**src/design/cfrd_pkg.sv**
```systemverilog
// package: types and constants of the crc frame resync decoder
package cfrd_pkg;

  localparam logic [1:0] CMD_PUSH  = 2'd0;
  localparam logic [1:0] CMD_PULL  = 2'd1;
  localparam logic [1:0] CMD_RESET = 2'd2;

  localparam logic [2:0] ST_NEED_MORE   = 3'd0;
  localparam logic [2:0] ST_READY       = 3'd1;
  localparam logic [2:0] ST_OVERFLOW    = 3'd2;
  localparam logic [2:0] ST_BAD_MAGIC   = 3'd3;
  localparam logic [2:0] ST_BAD_VERSION = 3'd4;
  localparam logic [2:0] ST_TOO_LARGE   = 3'd5;
  localparam logic [2:0] ST_CRC_ERROR   = 3'd6;

  localparam logic [7:0]  MAGIC_B  = 8'h42;
  localparam logic [7:0]  MAGIC_C  = 8'h43;
  localparam logic [15:0] CRC_INIT = 16'hFFFF;
  localparam logic [15:0] CRC_POLY = 16'h1021;
  localparam int unsigned HDR_BYTES = 9;

  localparam logic [1:0] ADDR_VERSION = 2'd0;

  typedef struct packed {
    logic [1:0] cmd;
    logic [7:0] data_byte;
  } in_item_t;

  typedef struct packed {
    logic [2:0]  status;
    logic [7:0]  msg_type;
    logic [7:0]  frame_flags;
    logic [15:0] sequence_number;
    logic [5:0]  payload_length;
    logic [7:0]  payload_byte;
    logic        byte_valid;
    logic        last;
  } out_item_t;

  function automatic logic [15:0] crc_byte(input logic [15:0] c_in, input logic [7:0] b);
    logic [15:0] c;
    c = c_in ^ {b, 8'h00};
    for (int k = 0; k < 8; k++) begin
      c = c[15] ? ((c << 1) ^ CRC_POLY) : (c << 1);
    end
    return c;
  endfunction

endpackage

```
**src/design/crc_frame_resync_decoder.sv**
```systemverilog
// top level: length prefixed frame decoder with crc check and resync
// A push goes through accept, memory write, result load, and a state with the
// result on the output. A pull walks the buffer through the single receive memory port,
// one byte a cycle in the magic search, header and crc pass. That pass over a good frame
// covers 9 + len + 2 bytes; a header result follows, then one result per payload byte,
// with a payload of up to 63 bytes. Reset, unused commands, overflow answers and pulls
// with fewer than two bytes answer with a single result.
// The result register holds one item; a new item is taken only after it is delivered.
module crc_frame_resync_decoder #(
  parameter int BUFFER_BYTES = 128,
  parameter int MAX_PAYLOAD  = 63
) (
  input  logic              clk_i,
  input  logic              rst_ni,
  input  logic              in_valid_i,
  output logic              in_stall_o,
  input  cfrd_pkg::in_item_t in_data_i,
  output logic              out_valid_o,
  input  logic              out_stall_i,
  output cfrd_pkg::out_item_t out_data_o,
  input  logic              psel,
  input  logic              penable,
  input  logic              pwrite,
  input  logic [1:0]        paddr,
  input  logic [31:0]       pwdata,
  output logic [31:0]       prdata,
  output logic              pready
);
  localparam int AW = $clog2(BUFFER_BYTES);
  localparam int CW = $clog2(BUFFER_BYTES + 1);
  localparam logic [CW-1:0] DEPTH_C = CW'(BUFFER_BYTES);
  localparam logic [CW-1:0] HDR_C   = CW'(cfrd_pkg::HDR_BYTES);

  localparam logic [3:0] S_IDLE = 4'd0;
  localparam logic [3:0] S_PUSH = 4'd1;
  localparam logic [3:0] S_SCAN = 4'd2;
  localparam logic [3:0] S_HDR  = 4'd3;
  localparam logic [3:0] S_CRC  = 4'd4;
  localparam logic [3:0] S_EMIT = 4'd5;
  localparam logic [3:0] S_OUT  = 4'd6;
  localparam logic [3:0] S_WAIT = 4'd7;

  logic [3:0]    state_q, state_d;
  logic [CW-1:0] fill_q, fill_d;
  logic [AW-1:0] head_q, head_d;
  logic          ovf_q, ovf_d;
  logic [7:0]    ver_q;
  logic [CW-1:0] off_q, off_d;     // offset of the byte presented at ram output
  logic          rd_q, rd_d;       // ram output holds byte at off_q
  logic [7:0]    prev_q, prev_d;
  logic [15:0]   crc_q, crc_d;
  logic [7:0]    type_q, type_d, flags_q, flags_d;
  logic [15:0]   seq_q, seq_d, len_q, len_d, want_q, want_d;
  logic [7:0]    wbyte_q, wbyte_d;
  logic [6:0]    k_q, k_d;
  logic          ov_q, ov_d;
  cfrd_pkg::out_item_t res_q, res_d;

  logic          we;
  logic [AW-1:0] addr;
  logic [7:0]    rdata;
  logic [CW-1:0] rd_off;
  logic          rd_en;

  function automatic logic [AW-1:0] wrap(input logic [AW-1:0] h, input logic [CW-1:0] o);
    logic [CW:0] s;
    s = {{(CW + 1 - AW){1'b0}}, h} + {1'b0, o};
    if (s >= {1'b0, DEPTH_C}) s = s - {1'b0, DEPTH_C};
    return s[AW-1:0];
  endfunction

  cfrd_ram #(.Width(8), .Depth(BUFFER_BYTES)) u_ram (
    .clk_i, .we_i(we), .addr_i(addr), .wdata_i(wbyte_q), .rdata_o(rdata)
  );

  assign pready = 1'b1;
  assign prdata = {24'd0, ver_q};
  assign in_stall_o  = (state_q != S_IDLE);
  assign out_valid_o = ov_q;
  assign out_data_o  = res_q;

  always_comb begin
    cfrd_pkg::out_item_t r;
    logic [CW-1:0] flen;
    state_d = state_q; fill_d = fill_q; head_d = head_q; ovf_d = ovf_q;
    off_d = off_q; rd_d = 1'b0; prev_d = prev_q; crc_d = crc_q;
    type_d = type_q; flags_d = flags_q; seq_d = seq_q; len_d = len_q;
    want_d = want_q; wbyte_d = wbyte_q; k_d = k_q; ov_d = ov_q; res_d = res_q;
    we = 1'b0; rd_en = 1'b0; rd_off = off_q;
    r = '0; r.last = 1'b1;
    flen = len_q[CW-1:0] + HDR_C + CW'(2);
    if (ov_q && !out_stall_i) ov_d = 1'b0;
    case (state_q)
      S_IDLE: begin
        if (in_valid_i) begin
          case (in_data_i.cmd)
            cfrd_pkg::CMD_PUSH: begin
              if (fill_q >= DEPTH_C) begin
                fill_d = '0; head_d = '0; ovf_d = 1'b1;
                r.status = cfrd_pkg::ST_OVERFLOW;
                res_d = r; state_d = S_OUT;
              end else begin
                wbyte_d = in_data_i.data_byte; state_d = S_PUSH;
              end
            end
            cfrd_pkg::CMD_PULL: begin
              if (ovf_q) begin
                ovf_d = 1'b0; r.status = cfrd_pkg::ST_OVERFLOW;
                res_d = r; state_d = S_OUT;
              end else if (fill_q < CW'(2)) begin
                res_d = r; state_d = S_OUT;
              end else begin
                rd_en = 1'b1; rd_off = '0; rd_d = 1'b1; off_d = '0;
                state_d = S_SCAN;
              end
            end
            cfrd_pkg::CMD_RESET: begin
              fill_d = '0; head_d = '0; ovf_d = 1'b0;
              res_d = r; state_d = S_OUT;
            end
            default: begin
              res_d = r; state_d = S_OUT;
            end
          endcase
        end
      end
      S_PUSH: begin
        we = 1'b1; rd_off = fill_q; fill_d = fill_q + CW'(1);
        res_d = r; state_d = S_OUT;
      end
      S_SCAN: begin
        // byte off_q on rdata; prev_q holds byte off_q-1
        if (rd_q && off_q != '0 && prev_q == cfrd_pkg::MAGIC_B
            && rdata == cfrd_pkg::MAGIC_C) begin
          if (off_q != CW'(1)) begin
            head_d = wrap(head_q, off_q - CW'(1));
            fill_d = fill_q - (off_q - CW'(1));
            r.status = cfrd_pkg::ST_BAD_MAGIC; res_d = r; state_d = S_OUT;
          end else if (fill_q < HDR_C) begin
            res_d = r; state_d = S_OUT;
          end else begin
            crc_d = cfrd_pkg::crc_byte(cfrd_pkg::crc_byte(cfrd_pkg::CRC_INIT,
                      cfrd_pkg::MAGIC_B), cfrd_pkg::MAGIC_C);
            rd_en = 1'b1; rd_off = CW'(2); off_d = CW'(2); rd_d = 1'b1;
            state_d = S_HDR;
          end
        end else if (rd_q && off_q + CW'(1) >= fill_q) begin
          head_d = wrap(head_q, fill_q - CW'(1));
          fill_d = CW'(1);
          r.status = cfrd_pkg::ST_BAD_MAGIC; res_d = r; state_d = S_OUT;
        end else if (rd_q) begin
          prev_d = rdata; rd_en = 1'b1; rd_off = off_q + CW'(1);
          off_d = off_q + CW'(1); rd_d = 1'b1;
        end
      end
      S_HDR: begin
        crc_d = cfrd_pkg::crc_byte(crc_q, rdata);
        case (off_q[3:0])
          4'd2: if (rdata != ver_q) begin
            head_d = wrap(head_q, CW'(2)); fill_d = fill_q - CW'(2);
            r.status = cfrd_pkg::ST_BAD_VERSION; res_d = r; state_d = S_OUT;
          end
          4'd3: type_d = rdata;
          4'd4: flags_d = rdata;
          4'd5: seq_d[7:0] = rdata;
          4'd6: seq_d[15:8] = rdata;
          4'd7: len_d[7:0] = rdata;
          default: len_d[15:8] = rdata;
        endcase
        if (state_d == S_HDR) begin
          if (off_q == CW'(8)) begin
            if ({rdata, len_q[7:0]} > 16'(MAX_PAYLOAD)) begin
              head_d = wrap(head_q, CW'(2)); fill_d = fill_q - CW'(2);
              r.status = cfrd_pkg::ST_TOO_LARGE; res_d = r; state_d = S_OUT;
            end else if (fill_q < CW'(len_q[5:0]) + HDR_C + CW'(2)) begin
              res_d = r; state_d = S_OUT;
            end else begin
              rd_en = 1'b1; rd_off = off_q + CW'(1); off_d = rd_off;
              state_d = S_CRC;
            end
          end else begin
            rd_en = 1'b1; rd_off = off_q + CW'(1); off_d = rd_off;
          end
        end
      end
      S_CRC: begin
        if (off_q < len_q[CW-1:0] + HDR_C) crc_d = cfrd_pkg::crc_byte(crc_q, rdata);
        else if (off_q == len_q[CW-1:0] + HDR_C) want_d[7:0] = rdata;
        else want_d[15:8] = rdata;
        if (off_q == flen - CW'(1)) begin
          if ({rdata, want_q[7:0]} != crc_q) begin
            head_d = wrap(head_q, CW'(2)); fill_d = fill_q - CW'(2);
            r.status = cfrd_pkg::ST_CRC_ERROR; res_d = r; state_d = S_OUT;
          end else begin
            r.status = cfrd_pkg::ST_READY; r.msg_type = type_q;
            r.frame_flags = flags_q; r.sequence_number = seq_q;
            r.payload_length = len_q[5:0]; r.last = (len_q == '0);
            res_d = r; k_d = '0; state_d = S_OUT;
          end
        end else begin
          rd_en = 1'b1; rd_off = off_q + CW'(1); off_d = rd_off;
        end
      end
      S_EMIT: begin
        r = res_q; r.payload_byte = rdata; r.byte_valid = 1'b1;
        r.last = (k_q == len_q[6:0]);
        res_d = r; state_d = S_OUT;
      end
      S_OUT: begin
        ov_d = 1'b1; state_d = S_WAIT;
      end
      default: begin
        if (!ov_q || !out_stall_i) begin
          if (res_q.last) begin
            if (res_q.status == cfrd_pkg::ST_READY) begin
              if (flen >= fill_q) begin
                fill_d = '0; head_d = '0;
              end else begin
                head_d = wrap(head_q, flen); fill_d = fill_q - flen;
              end
            end
            state_d = S_IDLE;
          end else begin
            k_d = k_q + 7'd1; rd_en = 1'b1;
            rd_off = HDR_C + {{(CW - 7){1'b0}}, k_q};
            state_d = S_EMIT;
          end
        end
      end
    endcase
    addr = wrap(head_q, rd_off);
  end

  always_ff @(posedge clk_i or negedge rst_ni) begin
    if (!rst_ni) begin
      state_q <= S_IDLE; fill_q <= '0; head_q <= '0; ovf_q <= 1'b0;
      ver_q <= 8'd1; ov_q <= 1'b0; rd_q <= 1'b0; off_q <= '0;
    end else begin
      state_q <= state_d; fill_q <= fill_d; head_q <= head_d; ovf_q <= ovf_d;
      ov_q <= ov_d; rd_q <= rd_d | rd_en; off_q <= off_d;
      if (psel && penable && pwrite && paddr == cfrd_pkg::ADDR_VERSION) begin
        ver_q <= pwdata[7:0];
      end
    end
  end

  always_ff @(posedge clk_i) begin
    prev_q <= prev_d; crc_q <= crc_d; type_q <= type_d; flags_q <= flags_d;
    seq_q <= seq_d; len_q <= len_d; want_q <= want_d; wbyte_q <= wbyte_d;
    k_q <= k_d; res_q <= res_d;
  end

  a_fill_bound: assert property (@(posedge clk_i) disable iff (!rst_ni)
    fill_q <= DEPTH_C) else $error("fill count beyond buffer");
  a_no_accept_busy: assert property (@(posedge clk_i) disable iff (!rst_ni)
    (state_q != S_IDLE) |-> in_stall_o) else $error("accept while busy");
  a_ready_len: assert property (@(posedge clk_i) disable iff (!rst_ni)
    (ov_q && res_q.status == cfrd_pkg::ST_READY) |-> (len_q <= 16'(MAX_PAYLOAD)))
    else $error("oversized frame delivered");
endmodule

```
**src/design/cfrd_ram.sv**
```systemverilog
// generic single port ram with registered read
module cfrd_ram #(
  parameter int Width = 8,
  parameter int Depth = 128
) (
  input  logic                     clk_i,
  input  logic                     we_i,
  input  logic [$clog2(Depth)-1:0] addr_i,
  input  logic [Width-1:0]         wdata_i,
  output logic [Width-1:0]         rdata_o
);
  logic [Width-1:0] mem_q [Depth];
  always_ff @(posedge clk_i) begin
    if (we_i) begin
      mem_q[addr_i] <= wdata_i;
    end
    rdata_o <= mem_q[addr_i];
  end
endmodule
```
**config.mk**
```make
export PLATFORM = sky130hd
export DESIGN_NAME = crc_frame_resync_decoder
export DESIGN_NICKNAME = d
export VERILOG_FILES = /design/src/design/cfrd_pkg.sv /design/src/design/crc_frame_resync_decoder.sv /design/src/design/cfrd_ram.sv
export SDC_FILE = /design/constraint.sdc
export NUM_CORES = 1
export LEC_CHECK = 0
export BUFFER_PORTS_ARGS = -buffer_cell sky130_fd_sc_hd__buf_2
export CAP_MARGIN = 20
export CELL_PAD_IN_SITES_DETAIL_PLACEMENT = 0
export CELL_PAD_IN_SITES_GLOBAL_PLACEMENT = 1
export CORE_UTILIZATION = 55
export DETAILED_ROUTE_END_ITERATION = 12
export PLACE_DENSITY_LB_ADDON = 0.1
export SETUP_SLACK_MARGIN = 0.4
export SYNTH_ARGS = -nofsm -noshare
export SYNTH_HDL_FRONTEND = slang
export SYNTH_HIERARCHICAL = 1
export SYNTH_SLANG_ARGS = --single-unit
```
**constraint.sdc**
```tcl
create_clock -name clk_i -period 18.8 [get_ports clk_i]
set_input_delay 1.88 -clock clk_i [delete_from_list [all_inputs] [get_ports clk_i]]
set_output_delay 1.88 -clock clk_i [all_outputs]
set_load 0.01 [all_outputs]
```
# [Word level (Yosys, flattened, before mapping)]
# Memory sizes are Yosys's and may differ from the RTL's. A register that Yosys moved wholly into a read port is not among the register bits.
# Cells that the tools add are included.
[op_classes] addsub=24 n_mul=0 div_mod_pow=0 order_cmp=13 eq_ne=41 n_shift=0 n_mux=142 bitwise_logic=19 reduce_logical=54
[ops] operator="51-bit 2-to-1 mux" count=16
[ops] operator="51-bit case mux with 6 select lines" count=1
[ops] operator="8-bit 2-to-1 mux" count=32
[ops] operator="7-bit 2-to-1 mux" count=25
[ops] operator="13-bit 2-to-1 mux" count=8
[ops] operator="51-bit case mux with 2 select lines" count=1
[ops] operator="8-bit case mux with 6 select lines" count=2
[ops] operator="16-bit 2-to-1 mux" count=4
[ops] operator="16-bit case mux with 3 select lines" count=1
[ops] operator="4-bit 2-to-1 mux" count=10
[ops] operator="7-bit by 8-bit adder with 9-bit output" count=4
[ops] operator="9-bit by 8-bit >= comparator with 1-bit output (second input constant)" count=4
[ops] operator="7-bit case mux with 5 select lines" count=1
[ops] operator="7-bit by 1-bit subtractor with 7-bit output (second input constant)" count=5
[ops] operator="8-bit case mux with 4 select lines" count=1
[ops] operator="4-bit by 3-bit == test with 1-bit output (second input constant)" count=7
[ops] operator="7-bit case mux with 2 select lines" count=2
[ops] operator="3-bit 2-to-1 mux" count=8
[ops] operator="3-bit NOT" count=8
[ops] operator="4-bit case mux with 6 select lines" count=1
[ops] operator="6-bit nonzero test" count=4
[ops] operator="8-bit by 1-bit subtractor with 8-bit output (second input constant)" count=3
[ops] operator="1-bit 2-to-1 mux" count=22
[ops] operator="11-bit AND reduction" count=2
[ops] operator="other kinds (61)" count=121
[totals] ff_bits=184 latchBits=0 mem_bits_rw=1024 romBits=0 wordCells=321 memories=1
[memory_table] name="u_ram.mem_q" depth=128 word_bits=8 read_ports=1 rd_ports_with_merged_regs=1 write_ports=1 line_no="cfrd_ram.sv:12" text="logic [Width-1:0] mem_q [Depth];"

# [Depth between registers and ports, before layout]
[depth] depth_word=19 depth_mapped=34 mapped_depth_nobuf=30

# [Modules after synthesis]
# Netlist, hierarchy kept.
[modules_own_cells] module="cfrd_ram" n_inst=1 cells_per_inst=2467 area_each_um2=40425.0 seq_area_each_um2=30909.6
[modules_own_cells] module="crc_frame_resync_decoder" n_inst=1 cells_per_inst=1156 area_each_um2=12235.5 seq_area_each_um2=5336.4

# [Worst setup path after synthesis]
# OpenSTA, ideal clock, no wires.
[synth_path] path_type="reg-to-reg" start="reg len_q[0]" end="mem u_ram.mem_q[75][0] (enable)" t_arrival_ns=6.699 t_required_ns=18.417 slack_ns=11.718 path_stages_with_launch=29 period_less_slack_ns=7.082 cell_sequence="edfxtp_1 -> buf_2 -> inv_1 -> ha_1 -> ha_1 -> xor2_1 -> xor2_1 -> nor3b_1 -> xnor3_1 -> nor4b_4 -> o221a_4 -> o21ai_2 -> nand2_1 -> a32oi_1 -> ha_1 -> fa_1 -> a21o_1 -> a21oi_1 -> o21bai_1 -> a21oi_1 -> xnor2_1 -> nand2b_1 -> o31ai_1 -> nor3b_1 -> clkbuf_1 -> nor2b_1 -> clkbuf_1 -> nand3_1 -> nor3_1"
[synth_between] elab_chain_len=11
[synth_rtl] item="start, declared" line_no="crc_frame_resync_decoder.sv:53" text="logic [15:0] seq_q, seq_d, len_q, len_d, want_q, want_d;"
[synth_rtl] item="start signal, assigned" line_no="crc_frame_resync_decoder.sv:249" text="seq_q <= seq_d; len_q <= len_d; want_q <= want_d; wbyte_q <= wbyte_d;"
[synth_rtl] item="branches (longest 7 deep; another with 8-bit by 4-bit adder with 8-bit output)"
[synth_rtl] item="8-bit case mux with 6 select lines (*)" line_no="crc_frame_resync_decoder.sv:93" text="case (state_q)"
[synth_rtl] item="7-bit by 8-bit adder with 9-bit output (*)" line_no="crc_frame_resync_decoder.sv:67" text="s = {{(CW + 1 - AW){1'b0}}, h} + {1'b0, o};"
[synth_rtl] item="9-bit by 8-bit >= comparator with 1-bit output or 7-bit by 1-bit subtractor with 7-bit output (tied branches)" line_no="crc_frame_resync_decoder.sv:68" text="if (s >= {1'b0, DEPTH_C}) s = s - {1'b0, DEPTH_C};"
[synth_rtl] item="7-bit 2-to-1 mux (*)" line_no="crc_frame_resync_decoder.sv:68"
[synth_rtl] item="via addr[6]" line_no="crc_frame_resync_decoder.sv:60" text="logic [AW-1:0] addr;"
[synth_rtl] item="end, declared" line_no="cfrd_ram.sv:12"
# Mark *: on every way through the listed nets, which the timed path passes.

# [Worst setup path after layout]
[layout_path] start="reg len_q[0]" end="mem u_ram.mem_q[54][1] (enable)"
# Same word-level chain as after synthesis.

==> summary.md <==
| Metric | Value |
|---|---|
| Post-route cell area | `58500 µm²` |
| RSZ-0062 raised after global routing | `false` |
| Worst slew pin tran | `1.23 ns` |
| Mean Syn Cell Area | `14.5 µm²` |
| # fillers | `7048` |
| Fmax | `97.3 MHz` |
| Pwr/cell area | `92.3 nW/µm²` |
| Fin nets | `3831` |
| Sequential share of the synthesized area | `0.688` |
| Die height | `approximately 310 µm` |
| Critical Path Stages | `19` |
| Die footprint | `97000 µm²` |
| Post-synth EDFFs | `1170` |
| CP peak stage delay | `1.35 ns` |
| Root buffer cell | `clkbuf_16` |
| Highest-count cells in the layout ignoring fill and taps | `edfxtp_1, nor2_1, a221oi_1, a21oi_1, nand2_1` |
| Core area | `94900 µm²` |
| Internal power | `about 4.3 mW` |
| P_leak | `approximately 20 nW` |
| Critical path class | `reg -> reg` |
| Pre-antenna DRT Iters | `6` |
| Buf/Inv on CP | `3` |
| Min-delay worst type | `reg -> reg` |
| VDD IR max | `86.0 µV` |
| Port buffer count | `87` |
| Met1 WL | `59600 µm` |
| Grt ovf | `0` |
| Clock group share of total power | `0.452` |
| H-tree levels | `4` |
| Mean routed wirelength per cell | `a little over 30 µm` |
| Comb pwr share | `0.004` |
| Commonest non-fill, non-tap cell in the layout | `edfxtp_1` |
| Reg-to-reg setup timing slack | `8.53 ns` |
| Worst reg2reg path depth | `19` |
| Hold path start | `seq_q[10]` |
| Critical path's slowest cell | `fa_4` |
| Finished Core Util | `0.616` |
| Total Power | `5.40 mW` |
| Highest Signal Layer | `met5` |
| Routed wl met3 | `13500 µm` |
| Initial DRC count | `3971` |
| Initial core utilization | `0.555` |
| Clk_lat worst skew | `about 0.76 ns` |
| Setup TNS | `0 ns` |
| Switching Power | `around 1.1 mW` |
| Synth-to-layout area growth | `11.0%` |
| GRT Total Usage | `0.322` |
| Critical path arrival | `10.64 ns` |
| Minimum clock period after layout | `10.27 ns` |
| Vias in the first global route | `33200` |
| Post-synth ARST share | `0.0313` |
| Reg power frac | `0.544` |
| Hold Path Stages | `1` |
| R2R Path End | `u_ram/mem_q[54][1]` |
| Final hold violations | `0` |
| CP delay by family, top | `simple AND/OR/NAND/NOR gates` |
| Cell Rows | `113` |
| Drt drc | `0` |
| CP required | `19.17 ns` |
| Status | `finished, final reports clean` |
| Layout cell share with drive strength beyond 1 | `0.137` |
| Synth warn | `6` |
| Max FO, Critical Path | `60` |
| First-pass GRT wire length | `227000 µm` |
| Sw Ratio | `0.196` |
| Drt via density | `approximately 6.7` |
| Maxcap violations | `0` |
| Hold_buf cts | `0` |
| Period utilisation layout | `0.546` |
| Setup Fix Bufs, Post-CTS | `0` |
| CTS tree | `yes` |
| Fin. max-slew vios | `0` |
| Placement Cell Area | `54400 µm²` |
| Final setup fails | `0` |
| Ys flop type | `edfxtp_1` |
| Syn Inst Count | `3623` |
| DPL Wire Length | `97300 µm` |
| Initial antenna violation count | `3` |
| CP Launch Type | `flip-flop` |
| Num CTS Buffers | `130` |
| Vias | `33800` |
| Final clock skew | `0.0301 ns` |
| Crit-path cells | `inv_1, ha_1, ha_1, xor2_1, xor2_1, nor3b_1, xnor3_1, nor4b_4, o221a_4, o21ai_2, nand2_1, a32oi_1, ha_4, fa_4, buf_4, nor2b_4, buf_4, nand3_2, nor2_1` |
| Post-cts resize count | `0` |
| Synth Register Bits | `about 1200` |
| # IOs | `137` |
| Mapped Area | `52700 µm²` |
| Worst hold slack | `0.532 ns` |
| Post-Route WL | `157000 µm` |
| GPL Wtd Cong | `0.885` |
| Yosys cell types | `between 100 and 150` |
| WHS Endpoint | `out_data_o[26]` |
| Number of diodes | `0` |
| Crit. End Element | `flip-flop` |
| WL met2 | `approximately 75000 µm` |
| Largest net degree at the start of global routing | `100` |
| Slew headroom | `0.183` |
| Worst reg2reg path startpoint | `len_q[0]` |
| Clock sink count | `1216` |
| Clock Tree Buf Depth | `3` |
| CTS clk-pin slew, worst paths | `0.06 ns` |
| Post-DRT Antenna Nets | `0` |
| Die W | `311 µm` |
==> sequential cells by signal, summed over array words and instances (netlist names), 4 cells and up, named ones only <==
register       cells
type_q             8
u_ram/rdata_o      8
seq_q             16
k_q                7
out_data_o        51
head_q             7
want_q             8
fill_q             8
prev_q             8
crc_q             16
u_ram/mem_q     1024
flags_q            8
len_q             16
wbyte_q            8
off_q              7
state_q            4
ver_q              8
==> metrics by stage <==
stage	setup WS (ns)	std cells
2_1_floorplan	11.72	3646
3_3_place_gp	8.69	4825
3_5_place_dp	8.61	4828
4_1_cts	8.61	5057
5_1_grt	8.22	5058
6_report	8.53	5058
==> synthesized netlist by cell type (all sizes together) (10+ instances only) <==
cell type  count  area share
nor3          42      0.0041
o221ai        11      0.0019
nand2b        25      0.0030
a22oi        101       0.014
nor2         274       0.020
a221oi       189       0.032
a21o          34      0.0048
and2          15      0.0018
o22ai         35      0.0042
inv           58      0.0041
mux2          55       0.012
a211oi        15      0.0024
mux4          23      0.0098
nand3b        20      0.0029
dfrtp         37       0.018
edfxtp      1170        0.67
nor3b         11      0.0016
nand4         17      0.0023
clkbuf       122      0.0087
nor4          19      0.0026
xnor2         63       0.011
or2           11      0.0013
a22o          72       0.012
ha            79       0.019
xor2          57      0.0096
mux2i         68       0.013
nand3         48      0.0046
o21ai        127       0.012
o21a          10      0.0014
a21oi        186       0.018
a222oi        10      0.0019
nand2        157       0.011
nor2b         48      0.0057
a31oi         18      0.0024
a221o         17      0.0032
and3          14      0.0017
o211ai        14      0.0020
buf          154       0.017
==> kinds of logic (layout without fill, tap and decap cells) <==
group	after synthesis	count (layout)	synth area share
fa+ha+maj	91	91	0.0220
simple gates	744	744	0.0693
compound gates	965	965	0.134
other cells	2	25	0.000143
flops	1216	1216	0.688
mux	146	146	0.0345
xor+xnor	124	124	0.0220
buf+inv	335	482	0.0296
==> how the worst max path moves through the flow <==
stage | start | endpoint | slack, ns
after floorplan | len_q[0] | u_ram/mem_q[75][0] | 11.72
after global routing | len_q[0] | u_ram/mem_q[118][6] | 8.22
after global placement | len_q[0] | u_ram/mem_q[102][2] | 8.69
after CTS | len_q[0] | u_ram/mem_q[102][4] | 8.61
after detailed placement | len_q[0] | u_ram/mem_q[102][2] | 8.61
final | len_q[0] | u_ram/mem_q[54][1] | 8.53
==> power groups by stage <==
stage,Clock [mW],Sequential [mW],Combinational (mW)
2_1_floorplan,0,2.99,0.0134
3_3_place_gp,0,2.99,0.0227
3_5_place_dp,0,2.99,0.0231
4_1_cts,2.47,2.93,0.0236
5_1_grt,2.56,2.93,0.0256
6_report,2.44,2.93,0.0233
==> layout make-up <==
| type | count | area, µm² | area share |
|---|---|---|---|
| Timing Repair Buffer | 194 | 1270 | 0.0217 |
| Clock buffer | 164 | 3480 | 0.0596 |
| Clock inverter | 65 | 538 | 0.00920 |
| Tap cell | 1265 | 1580 | 0.0271 |
| Sequential cell | 1216 | 36200 | 0.620 |
| Multi-Input combinational cell | 2095 | 15100 | 0.259 |
| Inverter | 59 | 224 | 0.00383 |
==> layer usage <==
| metal | track usage | vias up |
|---|---|---|
| met4 | 0.157 | 4 |
| met2 | 0.523 | 1845 |
| met3 | 0.0559 | 416 |
| met1 | 0.421 | 17100 |
| li1 | - | 14500 |
| met5 | 0 | - |
Note: power is estimated with default switching activity, not from simulation.
